File: config.mk
export PLATFORM = sky130hd
export DESIGN_NAME = ip_fragment_hole_tracker
export DESIGN_NICKNAME = d
export VERILOG_FILES = /design/src/rtl/core/ifht_pkg.sv /design/src/rtl/core/ifht_ctrl.sv /design/src/rtl/core/ifht_dp.sv /design/src/rtl/core/ip_fragment_hole_tracker.sv
export SDC_FILE = /design/constraint.sdc
export NUM_CORES = 1
export LEC_CHECK = 0
export BUFFER_PORTS_ARGS = -buffer_cell sky130_fd_sc_hd__buf_2
export CAP_MARGIN = 30
export CORE_MARGIN = 2
export CORE_UTILIZATION = 30
export DETAILED_ROUTE_END_ITERATION = 12
export RECOVER_POWER = 50
export SLEW_MARGIN = 10
export SYNTH_ARGS = -nofsm -noshare
export SYNTH_HDL_FRONTEND = slang
export SYNTH_SLANG_ARGS = --single-unit
File: constraint.sdc
create_clock -name clk_i -period 10.3 [get_ports clk_i]
set_clock_uncertainty 0.1 [all_clocks]
set_input_delay 1.03 -clock clk_i [delete_from_list [all_inputs] [get_ports clk_i]]
set_output_delay 1.03 -clock clk_i [all_outputs]
set_load 0.03 [all_outputs]
File: src/rtl/core/ifht_pkg.sv
// ifht_pkg: shared constants and control/status types of the hole tracker
// used by every module of the hole tracker; depends on nothing else
package ifht_pkg;

  localparam int unsigned MAX_HOLES_DEF = 8;
  localparam int unsigned START_W       = 17;
  localparam int unsigned END_W         = 18;
  localparam int unsigned OFS_W         = 16;

  localparam logic [END_W-1:0] HOLE_INF = {END_W{1'b1}};

  localparam logic KIND_START = 1'b0;
  localparam logic KIND_FRAG  = 1'b1;

  typedef struct packed {
    logic load;
    logic scan;
    logic split;
  } cmd_t;

  typedef struct packed {
    logic need_split;
    logic scan_done;
    logic more_needed;
    logic table_full;
  } sts_t;

endpackage

File: src/rtl/core/ifht_ctrl.sv
// ifht_ctrl: sequencer of the hole tracker, drives load, scan and split steps
// depends on ifht_pkg
module ifht_ctrl (
  input  logic            clk_i,
  input  logic            rst_ni,
  input  logic            start_i,
  input  ifht_pkg::sts_t  sts_i,
  output ifht_pkg::cmd_t  cmd_o,
  output logic            busy_o,
  output logic            done_o,
  output logic            more_needed_o,
  output logic            table_full_o
);

  typedef enum logic [1:0] {
    ST_IDLE,
    ST_SCAN,
    ST_SPLIT
  } state_e;

  state_e state_q;
  logic   done_q;
  logic   more_q;
  logic   full_q;

  always_comb begin
    cmd_o.load  = (state_q == ST_IDLE) && start_i;
    cmd_o.scan  = (state_q == ST_SCAN);
    cmd_o.split = (state_q == ST_SPLIT);
  end

  always_ff @(posedge clk_i or negedge rst_ni) begin
    if (!rst_ni) begin
      state_q <= ST_IDLE;
      done_q  <= 1'b0;
      more_q  <= 1'b0;
      full_q  <= 1'b0;
    end else begin
      done_q <= 1'b0;
      unique case (state_q)
        ST_IDLE: begin
          if (start_i) begin
            state_q <= ST_SCAN;
          end
        end
        ST_SCAN: begin
          if (sts_i.need_split) begin
            state_q <= ST_SPLIT;
          end else if (sts_i.scan_done) begin
            state_q <= ST_IDLE;
            done_q  <= 1'b1;
            more_q  <= sts_i.more_needed;
            full_q  <= sts_i.table_full;
          end
        end
        ST_SPLIT: begin
          state_q <= ST_SCAN;
        end
        default: begin
          state_q <= ST_IDLE;
        end
      endcase
    end
  end

  assign busy_o        = (state_q != ST_IDLE);
  assign done_o        = done_q;
  assign more_needed_o = more_q;
  assign table_full_o  = full_q;

endmodule

File: src/rtl/core/ifht_dp.sv
// ifht_dp: hole table memories, in-use bits and the per-entry overlap datapath
// depends on ifht_pkg
module ifht_dp #(
  parameter int unsigned MAX_HOLES = ifht_pkg::MAX_HOLES_DEF
) (
  input  logic                        clk_i,
  input  logic                        rst_ni,
  input  ifht_pkg::cmd_t              cmd_i,
  input  logic                        kind_i,
  input  logic [ifht_pkg::OFS_W-1:0]  frag_first_i,
  input  logic [ifht_pkg::OFS_W-1:0]  frag_len_i,
  input  logic                        more_frags_i,
  output ifht_pkg::sts_t              sts_o
);

  localparam int unsigned IW = (MAX_HOLES > 1) ? $clog2(MAX_HOLES) : 1;
  localparam int unsigned CW = $clog2(MAX_HOLES + 1);
  localparam int unsigned SW = ifht_pkg::START_W;
  localparam int unsigned EW = ifht_pkg::END_W;
  localparam int unsigned OW = ifht_pkg::OFS_W;

  logic [SW-1:0] start_mem [MAX_HOLES];
  logic [EW-1:0] end_mem   [MAX_HOLES];

  logic [MAX_HOLES-1:0] used_q;
  logic [MAX_HOLES-1:0] snap_q;
  logic                 init_q;
  logic                 full_q;
  logic [OW-1:0]        first_q;
  logic [SW-1:0]        last_q;
  logic                 more_q;
  logic [CW-1:0]        rd_idx_q;
  logic                 ev_vld_q;
  logic [IW-1:0]        ev_idx_q;
  logic [SW-1:0]        rd_start_q;
  logic [EW-1:0]        rd_end_q;
  logic                 fresh_q;
  logic [EW-1:0]        rem_end_q;

  logic [SW-1:0] hs;
  logic [EW-1:0] he;
  logic          hit;
  logic          left;
  logic          right;
  logic          rd_more;
  logic          free_found;
  logic [IW-1:0] free_idx;
  logic          we;
  logic [IW-1:0] wa;
  logic [SW-1:0] wstart;
  logic [EW-1:0] wend;

  assign hs = fresh_q ? '0 : rd_start_q;
  assign he = fresh_q ? ifht_pkg::HOLE_INF : rd_end_q;

  always_comb begin
    hit   = cmd_i.scan && ev_vld_q && snap_q[ev_idx_q]
            && !(EW'(first_q) > he) && !(last_q < hs);
    left  = SW'(first_q) > hs;
    right = more_q && (EW'(last_q) < he);
  end

  assign rd_more = (rd_idx_q != CW'(MAX_HOLES));

  // lowest free entry
  always_comb begin
    free_found = 1'b0;
    free_idx   = '0;
    for (int i = 0; i < MAX_HOLES; i++) begin
      if (!used_q[i] && !free_found) begin
        free_found = 1'b1;
        free_idx   = IW'(i);
      end
    end
  end

  always_comb begin
    we     = 1'b0;
    wa     = ev_idx_q;
    wstart = hs;
    wend   = EW'(first_q) - EW'(1);
    if (cmd_i.split) begin
      we     = free_found;
      wa     = free_idx;
      wstart = last_q + SW'(1);
      wend   = rem_end_q;
    end else if (hit && left) begin
      we = 1'b1;
    end
  end

  always_ff @(posedge clk_i) begin
    if (we) begin
      start_mem[wa] <= wstart;
      end_mem[wa]   <= wend;
    end
    if (cmd_i.scan && rd_more) begin
      rd_start_q <= start_mem[rd_idx_q[IW-1:0]];
      rd_end_q   <= end_mem[rd_idx_q[IW-1:0]];
    end
  end

  always_ff @(posedge clk_i) begin
    if (cmd_i.load) begin
      first_q <= frag_first_i;
      last_q  <= SW'(frag_first_i) + SW'(frag_len_i) - SW'(1);
      more_q  <= more_frags_i;
    end
    if (hit) begin
      rem_end_q <= he;
    end
    if (cmd_i.scan && rd_more) begin
      fresh_q <= init_q && (rd_idx_q == '0);
      ev_idx_q <= rd_idx_q[IW-1:0];
    end
  end

  always_ff @(posedge clk_i or negedge rst_ni) begin
    if (!rst_ni) begin
      used_q   <= MAX_HOLES'(1);
      snap_q   <= '0;
      init_q   <= 1'b1;
      full_q   <= 1'b0;
      rd_idx_q <= '0;
      ev_vld_q <= 1'b0;
    end else begin
      if (cmd_i.load) begin
        full_q   <= 1'b0;
        rd_idx_q <= '0;
        ev_vld_q <= 1'b0;
        if (kind_i == ifht_pkg::KIND_START) begin
          used_q <= MAX_HOLES'(1);
          init_q <= 1'b1;
          snap_q <= '0;
        end else if (frag_len_i == '0) begin
          snap_q <= '0;
        end else begin
          snap_q <= used_q;
        end
      end
      if (cmd_i.scan) begin
        ev_vld_q <= rd_more;
        if (rd_more) begin
          rd_idx_q <= rd_idx_q + CW'(1);
        end
      end
      if (hit) begin
        used_q[ev_idx_q] <= left;
      end
      if (cmd_i.split) begin
        if (free_found) begin
          used_q[free_idx] <= 1'b1;
        end else begin
          full_q <= 1'b1;
        end
      end
      if (we && (wa == '0)) begin
        init_q <= 1'b0;
      end
    end
  end

  always_comb begin
    sts_o.need_split  = hit && right;
    sts_o.scan_done   = !ev_vld_q && !rd_more;
    sts_o.more_needed = |used_q;
    sts_o.table_full  = full_q;
  end

endmodule

File: src/rtl/core/ip_fragment_hole_tracker.sv
// ip_fragment_hole_tracker: hole descriptor table for one datagram under reassembly
// an accepted item is loaded, then every table entry is scanned, with a split step per split hole, then done_o
// a new item is accepted only while idle, not before the entry scan of the last one has ended
// done_o is a single-cycle strobe; the receiver cannot stall
// reset: table holds the single hole 0..infinity, outputs low, busy low
module ip_fragment_hole_tracker #(
  parameter int unsigned MAX_HOLES = ifht_pkg::MAX_HOLES_DEF
) (
  input  logic                        clk_i,
  input  logic                        rst_ni,
  input  logic                        start,
  output logic                        busy,
  input  logic                        kind_i,
  input  logic [ifht_pkg::OFS_W-1:0]  frag_first_i,
  input  logic [ifht_pkg::OFS_W-1:0]  frag_len_i,
  input  logic                        more_frags_i,
  output logic                        done_o,
  output logic                        more_needed_o,
  output logic                        table_full_o
);

  ifht_pkg::cmd_t cmd;
  ifht_pkg::sts_t sts;

  ifht_ctrl u_ctrl (
    .clk_i         (clk_i),
    .rst_ni        (rst_ni),
    .start_i       (start),
    .sts_i         (sts),
    .cmd_o         (cmd),
    .busy_o        (busy),
    .done_o        (done_o),
    .more_needed_o (more_needed_o),
    .table_full_o  (table_full_o)
  );

  ifht_dp #(
    .MAX_HOLES (MAX_HOLES)
  ) u_dp (
    .clk_i        (clk_i),
    .rst_ni       (rst_ni),
    .cmd_i        (cmd),
    .kind_i       (kind_i),
    .frag_first_i (frag_first_i),
    .frag_len_i   (frag_len_i),
    .more_frags_i (more_frags_i),
    .sts_o        (sts)
  );

endmodule

==> results.md <==
* Worst-path fanout max at 41
* Crit. Startpoint: u_dp.rd_idx_q[2]
* Number of flops mapped to enable cells by yosys at 371
* Critical path required time at 10.30 ns
* Slew margin rel. at -112%
* First-pass GRT wire length at 64700 um
* Min Tclk post-route at around 5.8 ns
* Tot GR Track Use at 13.4%
* Initial antenna violation count at 0
* Overall via count from detail_route at 10400
* Core area at 60600 sq um
* Synth Net Count at 1350
* PwrDens at 257 nW/um^2
* Yosys reg bits at 399
* Ys async rst share at 7.02%
* Post-synthesis sequential area ratio at between 60% and 70%
* Failing checks: capacitance limit, slew limit
* Worst setup EP type: flop
* PortBufs at 40
* Post-cts repair resize count at 0
* Final Power at 0.00539 W
* Area growth, synth to finish at 13.8%
* Total Wirelength at 42300 um
* Grt total ovfl at 0
* Average wire per cell in the routed design at 20.1 um
* Most frequent cell on the critical path: clkbuf_1
* Mapped cell area at 18400 sq um
* Switching share of power at 32.0%
* Post-Place Cell Area at slightly below 20000 sq um
* Vias in the first global route at 10500
* Die Area at ~63000 sq um
* Reg2reg start: u_dp.rd_idx_q[2]
* Share of layout cells above drive strength 1 at 17.6%
* DR vias/cell at 4.93
* Initial Util at 30.4%
* First-pass detailed-route iteration total at 5
* Cells along the critical path: clkbuf_1, nand3b_1, nand2_1, clkinv_1, clkbuf_1
* Int Power at about 0.0037 W
* Startpoint Class: flop
* Seq pwr share at 43.6%
* Worst-Skew Late Latency at 0.57 ns
* Hpwl dp at 27100 um
* Least-Margin Pin Slew at 3.18 ns
* Fillers at between 5000 and 6000
* Antenna-violating nets left at 0
* Horiz. Die Dim at about 250 um
* Ys Warns at 0
* Num CTS Buffers at 43
* Data arrival, critical path at roughly 5.8 ns
* Num rows at 90
* Kind of critical path: flop to flop
* Syn_area_per_cell at 15.2 sq um
* # H-tree levels at 2
* Worst VDD drop at 0.000133 V
* Die Y at ~250 um
* CP max-delay cell: clkbuf_1
* Slowest stage delay, CP at 2.23 ns
* RSZ-0062 raised after global routing: no
* Commonest cells after routing, fill and taps aside: edfxtp_1, inv_1, ha_1
* I/O pin total at 41
* Setup tns final at 0 ns
* Routability cong. at 0.850
* Finished layout cell area at 21000 sq um
* Post-route DRC at 0
* Reg clk slew, reported paths at 0.06 ns
* Fmax at 0.172 GHz
* Setup bufs post-CTS at 0
* Finish-stage setup viols at 0
* Post-CTS Hold Fix Bufs at 0
* Reg2Reg Setup Slack at between 4 and 5 ns
* Power share of the clock group at 26.9%
* Root buf cell: clkbuf_16
* Main synth FF type: edfxtp_1
* Most common cell after layout, fill and taps aside: edfxtp_1
* Antenna cells at 0
* Longest Clk Path Bufs at 3
* Type of the worst min-delay path: flop to flop
* Final #Nets at 1425
* HP Start: u_dp.full_q
* Combinational power share at 29.5%
* Finished Core Util at 34.7%
* Synthesized instance count at 1217
* CTS tree: yes
* Leakage power at 7.34 nW
* Unique cell type count in the Yosys netlist at 70
* Final period utilization at between 50% and 60%
* Iter 0 DRT Violations at slightly below 800
* Setup WS post-layout at 4.49 ns
* Clock sink count at 399
* Count of final hold-check violations at 0
* Pin count of the biggest net entering global routing at 59
* Psw at 0.00173 W
* Post-Place Setup Slack at 6.06 ns
* Total of max-cap violations at 7
* Slew Viols, Final at between 200 and 300
* Status: finished with violations
[critical path, delay by kind of cell (launching register included)]
family	cells	cell delay, ns
flops	1	0.34
simple gates	2	0.47
buf+inv	3	4.40
[stage by stage]
stage / hold WS (ns) / std cells
after CTS: 0.390 / 2098
after detailed placement: 0.383 / 2020
after global routing: 0.430 / 2107
after floorplan: 0.346 / 1217
final: 0.384 / 2107
after global placement: 0.367 / 2018
[metal layers]
metal  global-route usage, %  vias to the layer above  wire, um
met2                    22.8                      192     20900
met3                    1.92                       50      1650
met5                       0                        -         0
met4                    3.36                        0       715
li1                        -                     4836         -
met1                    18.2                     5315     19100
[power groups by stage]
stage	clock network (W)	registers (W)	logic, W
6_report	0.00145	0.00235	0.00159
5_1_grt	0.00155	0.00238	0.00177
4_1_cts	0.00149	0.00236	0.00160
3_5_place_dp	0	0.00239	0.00159
3_3_place_gp	0	0.00239	0.00156
2_1_floorplan	0	0.00225	0.00120
[sequential cells by signal (all words and copies together) (netlist names), 2 cells and up]
register,count
u_dp.end_mem,144
u_dp.used_q,8
u_dp.ev_idx_q,3
u_dp.rem_end_q,18
u_dp.snap_q,8
u_dp.rd_idx_q,4
u_dp.first_q,16
u_dp.last_q,17
u_dp.rd_start_q,17
u_ctrl.state_q,2
u_dp.start_mem,136
u_dp.rd_end_q,18
[synth_stat cells (all sizes together), types with 2 or more instances]
master	n	share of area (%)
or3	4	0.16
clkbuf	27	0.55
mux2i	6	0.33
or2	18	0.62
nor3	14	0.38
edfxtp	371	60
inv	105	2.1
o311ai	6	0.28
ha	95	6.4
nor2	43	0.89
o31ai	7	0.36
nand3	17	0.46
a21oi	38	1.1
a21o	14	0.57
o2111ai	2	0.13
buf	9	0.22
o221ai	3	0.18
dfrtp	26	3.5
a211o	3	0.14
or4	6	0.26
mux2	36	2.2
dfstp	2	0.28
a22o	9	0.43
xor2	9	0.43
o21ai	56	1.5
xnor2	31	1.5
nor2b	9	0.31
a31oi	10	0.34
nand2	77	1.6
nand4	15	0.51
and3	8	0.27
nand2b	22	0.75
nor4	12	0.44
o21bai	2	0.081
o211ai	11	0.55
mux4	70	8.5
and4	2	0.095
nand3b	4	0.16
o21a	2	0.081
[cell families after synthesis]
group | Yosys count | share of synthesized area (%)
flops | 399 | 64.2
simple gates | 254 | 7.01
compound gates | 175 | 6.32
buf+inv | 141 | 2.91
mux | 112 | 11.1
fa+ha+maj | 96 | 6.55
xor+xnor | 40 | 1.90
[layout make-up]
type | instances | area, sq um | share of cell area (%)
tap | 782 | 978 | 4.66
clock buffer | 54 | 1140 | 5.42
inverter | 105 | 394 | 1.88
clock inverter | 24 | 178 | 0.846
sequential | 399 | 11800 | 56.4
multi-input combinational | 677 | 6150 | 29.3
timing repair buffer | 66 | 315 | 1.50
[path summary, 6_finish.rpt]
path	to	cells past startpoint
max	u_dp.rd_start_q[2]	5
min	u_dp.full_q	2
max reg2reg	u_dp.rd_start_q[2]	5
min reg2reg	u_dp.full_q	2
max in group asynchronous	u_dp.rd_idx_q[2]	1
min in group asynchronous	u_ctrl.more_needed_o	1
No activity file was read; power rests on OpenSTA's default activity.
